`config.mk`:
```
export PLATFORM = sky130hd
export DESIGN_NAME = h3x_ofifo
export DESIGN_NICKNAME = d
export VERILOG_FILES = /design/src/hdl/h3x_pkg.sv /design/src/hdl/h3x_ofifo.sv
export SDC_FILE = /design/constraint.sdc
export NUM_CORES = 1
export LEC_CHECK = 0
export BUFFER_PORTS_ARGS = -buffer_cell sky130_fd_sc_hd__buf_4
export CORE_ASPECT_RATIO = 1.75
export CORE_UTILIZATION = 41
export DETAILED_ROUTE_END_ITERATION = 8
export PLACE_DENSITY = 0.6
export SYNTH_ARGS = -nofsm -noshare
export SYNTH_HDL_FRONTEND = slang
export SYNTH_SLANG_ARGS = --single-unit
```
`constraint.sdc`:
```
create_clock -name clk -period 2.2 [get_ports clk]
set_clock_uncertainty 0.05 [all_clocks]
set_input_delay 0.11 -clock clk [delete_from_list [all_inputs] [get_ports clk]]
set_output_delay 0.11 -clock clk [all_outputs]
set_load 0.05 [all_outputs]
```
`src/hdl/h3x_pkg.sv`:
```
`timescale 1ns / 1ps
`default_nettype none
// Shared types and constants for the H3 XOR hash block.
// No dependencies; used by h3x_tbl, h3x_ofifo and h3_xor_hash.

package h3x_pkg;

  // Field widths fixed by the word formats.
  localparam int CFG_W        = 9;
  localparam int WORD_IDX_W   = 8;
  localparam int TABLE_WORD_W = 32;
  localparam int DATA_BYTE_W  = 8;
  localparam int OUT_HASH_W   = 32;

  // One table bank per bit of a key byte.
  localparam int BANKS  = 8;
  localparam int BANK_W = 3;

  // Parameter defaults.
  localparam int TABLE_DEPTH_DEF = 256;
  localparam int HASH_WIDTH_DEF  = 32;

  // Result queue between the accumulator and the output port.
  localparam int OFIFO_DEPTH = 4;
  localparam int OFIFO_PTR_W = 2;
  localparam int OFIFO_CNT_W = 3;

  // Item kinds carried in in_tuser.
  localparam logic OP_LOAD = 1'b0;
  localparam logic OP_HASH = 1'b1;

  typedef struct packed {
    logic                  too_long;
    logic [OUT_HASH_W-1:0] hash;
  } res_t;

endpackage

`default_nettype wire

```
`src/hdl/h3x_ofifo.sv`:
```
`timescale 1ns / 1ps
`default_nettype none
// Small result queue that decouples the hash pipeline from the output port.
// Depends on h3x_pkg.

module h3x_ofifo
  import h3x_pkg::*;
(
  input  wire logic                   clk,
  input  wire logic                   rst_n,
  input  wire logic                   push,
  input  wire res_t                   push_data,
  input  wire logic                   pop_ready,
  output logic                        pop_valid,
  output res_t                        pop_data,
  output logic [OFIFO_CNT_W-1:0]      count
);

  res_t                   slot_r [OFIFO_DEPTH];
  logic [OFIFO_PTR_W-1:0] wr_ptr_r, wr_ptr_nxt;
  logic [OFIFO_PTR_W-1:0] rd_ptr_r, rd_ptr_nxt;
  logic [OFIFO_CNT_W-1:0] cnt_r, cnt_nxt;
  logic                   pop;

  assign pop_valid = (cnt_r != '0);
  assign pop       = pop_valid && pop_ready;
  assign pop_data  = slot_r[rd_ptr_r];
  assign count     = cnt_r;

  always_comb begin
    wr_ptr_nxt = push ? wr_ptr_r + 1'b1 : wr_ptr_r;
    rd_ptr_nxt = pop  ? rd_ptr_r + 1'b1 : rd_ptr_r;
    cnt_nxt    = cnt_r + OFIFO_CNT_W'(push) - OFIFO_CNT_W'(pop);
  end

  always_ff @(posedge clk) begin
    if (!rst_n) begin
      wr_ptr_r <= '0;
      rd_ptr_r <= '0;
      cnt_r    <= '0;
    end else begin
      wr_ptr_r <= wr_ptr_nxt;
      rd_ptr_r <= rd_ptr_nxt;
      cnt_r    <= cnt_nxt;
    end
  end

  always_ff @(posedge clk) begin
    if (push) begin
      slot_r[wr_ptr_r] <= push_data;
    end
  end

endmodule

`default_nettype wire

```
==> metrics <==
status finished clean; total of max-cap violations 0; Mapped Area 5280 µm²; diode count 0; Post-Synth Adder-Cell Area 1.80%; pwr dens 1170 nW/µm²; CTS Buffer Depth 2; Post-Route WL 9.35 mm; crit path launch type flip-flop; setup tns final 0 ps; Initial Util 42.2%; final setup vio count 0; antenna violations before repair 0; Vias 2,544; first-pass GRT wire length 15.1 mm; peak supply drop 0.521 mV; die area 13,300 µm²; TritonCTS buffer count 17; DRC violations left 0; register area share after synthesis 78.5%; Synth Area in Simple Gates 1.56%; Critical Path AT 2330 ps; Synth Area in Compound Gates 0.332%; Syn Area/Cell 24.3 µm²; Synth Warn # 0; Starting DRT DRC Count 139; CTS-repair resized insts 0; GR Overflow Total 0; Worst-Skew Late Latency 400 ps; CP max FO 6; HPWL Detailed 5.67 mm; power share of the combinational group 26.6%; DR pass1 iterations 4; worst path required time 2450 ps; Mapped Cells 217; Fin. Hold Viols 0; syn nets 261; sequential power share 39.1%; CP Class reg -> reg; Die X 87.8 µm; row cnt 54; crit end category flip-flop; final slew viol count 0; via/cell ratio 4.85; largest net degree at the start of global routing 34; Synth Area in XOR/XNOR 0.593%; CTS Sinks 141; FF+latch count, synth 141; core area 12,500 µm²; Clk Tree Root Cell clkbuf_16; Clock power frac 34.2%; RSZ-0062 raised after global routing false; mux cell area share after synthesis 15.1%; Die Y 152 µm; drt wl/cell 17.8 µm; worst rel slew slack 38.4%; PortBufs 73; GP Congestion 0.708; Net count, final 387; Detail Route Antenna Nets 0; CTS tree yes; LEAKAGE 2.45 nW; Distinct cells, synth 21; Highest Clock Rate 480 MHz; layout cells sized above 1 41.6%; Max H-tree Level 4; Final min period 2080 ps; Reg clk slew, reported paths 60 ps; Period Utilization, post-route 94.7%; vias in the first global route 2,858; Pint 5.66 mW; post-place setup slack 128 ps; final worst slack 118 ps; fill count 974; Area growth, synth to finish 32.3%; largest family of logic cells by synthesized area multiplexers; switching pwr 2.51 mW; Slew @ Worst Pin 923 ps; IO Count 74; Hold WC Path Type in -> reg; GR Util All Layers 15.8%; Net Sw Frac 30.7%
worst max-delay path, cell delays in order, from the launching register on:
cell,delay [ps]
dfxtp_2,340
o31a_1,350
ha_1,290
inv_1,40
ha_1,190
fa_1,390
xnor3_1,180
and2_1,160
sequential cells by signal, summed over array words and instances (netlist names), named ones only:
register	flops
rd_ptr_r	2
count	3
slot_r	132
wr_ptr_r	2
cell type report:
type	instances	area (µm²)	share of cell area [%]
multi-input cells	62	1030	14.7
repair buffers	115	988	14.2
clock inverters	14	159	2.28
flip-flops and latches	141	4150	59.4
inverters	6	22.5	0.323
clock buffers	18	429	6.15
well taps	168	210	3.01
cell usage after synthesis:
cell	n	area [µm²]
buf_2	3	15.0
clkbuf_1	1	3.75
edfxtp_1	132	3960
mux4_1	3	78.8
and2_1	8	50.1
ha_1	6	75.1
nor2b_1	1	6.26
nand2_1	2	7.51
fa_1	1	20.0
buf_6	1	11.3
dfxtp_1	9	180
buf_12	3	60.1
xnor3_1	1	22.5
o311ai_0	1	8.76
mux2i_1	4	40.0
nand2b_1	2	12.5
or3_1	1	6.26
o31a_1	1	8.76
inv_1	6	22.5
xor2_1	1	8.76
mux4_2	30	676
power by group through the flow:
stage               Clock (mW)  Sequential, mW  Combinational, mW
global placement             0            3.24               2.13
detailed placement           0            3.26               2.16
finish                    2.80            3.20               2.18
CTS                       2.86            3.20               2.22
floorplan                    0            3.28               1.55
global route              2.97            3.22               2.30
final timing paths:
| kind | start | end | slack, ps | cells after the start |
|---|---|---|---|---|
| worst max-delay path | count[1] | count[2] | 120 | 7 |
| worst min-delay path | pop_ready | flip-flop | 80 | 3 |
| worst max register to register | count[1] | count[2] | 120 | 7 |
| worst min register to register | rd_ptr_r[1] | flip-flop | 430 | 2 |
logic make-up after synthesis:
| group | count (synthesis) |
|---|---|
| flops | 141 |
| buf+inv | 14 |
| xor+xnor | 2 |
| compound gates | 2 |
| simple gates | 14 |
| mux | 37 |
| fa+ha+maj | 7 |
metal layers:
layer  track usage, %  part of all wire [%]  vias to the layer above
met1             17.3                    38                     1318
met3             3.80                   2.7                       11
li1                 -                     -                     1157
met4             8.12                   2.1                        0
met2             27.7                    57                       58
met5                0                     0                        -
repair_timing:
item,CTS,global route
endpoints found under the hold margin,141,0
buffers inserted,0,0
hold buffers,35,0
per-stage QoR:
stage / power [mW] / utilization, % / cells / hold slack (ps) / area [µm²]
global route: 8.50 / 55.9 / 524 / 99.9 / 6980
floorplan: 4.84 / - / 217 / 159 / 5280
CTS: 8.28 / 55.9 / 524 / 77.1 / 6980
global placement: 5.38 / 48.4 / 457 / 260 / 6040
finish: 8.17 / 55.9 / 524 / 83.0 / 6980
detailed placement: 5.42 / 48.4 / 457 / 265 / 6040
cell usage in the layout, fill, tap and decap left out:
| master | netlist | final |
|---|---|---|
| and2_1 | 8 | 4 |
| and2_2 | 0 | 4 |
| buf_12 | 3 | 3 |
| buf_4 | 0 | 77 |
| bufinv_16 | 0 | 2 |
| clkbuf_1 | 1 | 1 |
| clkbuf_16 | 0 | 17 |
| clkinv_2 | 0 | 1 |
| clkinv_4 | 0 | 3 |
| clkinvlp_4 | 0 | 2 |
| dfxtp_1 | 9 | 6 |
| dfxtp_2 | 0 | 3 |
| dlygate4sd3_1 | 0 | 35 |
| edfxtp_1 | 132 | 132 |
| fa_1 | 1 | 1 |
| ha_1 | 6 | 6 |
| inv_1 | 6 | 6 |
| inv_6 | 0 | 6 |
| mux2i_1 | 4 | 4 |
| mux4_1 | 3 | 3 |
| mux4_2 | 30 | 30 |
| nand2_1 | 2 | 2 |
| nand2b_1 | 2 | 2 |
| nor2b_1 | 1 | 1 |
| o311ai_0 | 1 | 1 |
| o31a_1 | 1 | 1 |
| or3_1 | 1 | 1 |
| xnor3_1 | 1 | 1 |
| xor2_1 | 1 | 1 |
Note: power is estimated with default switching activity, not from simulation.
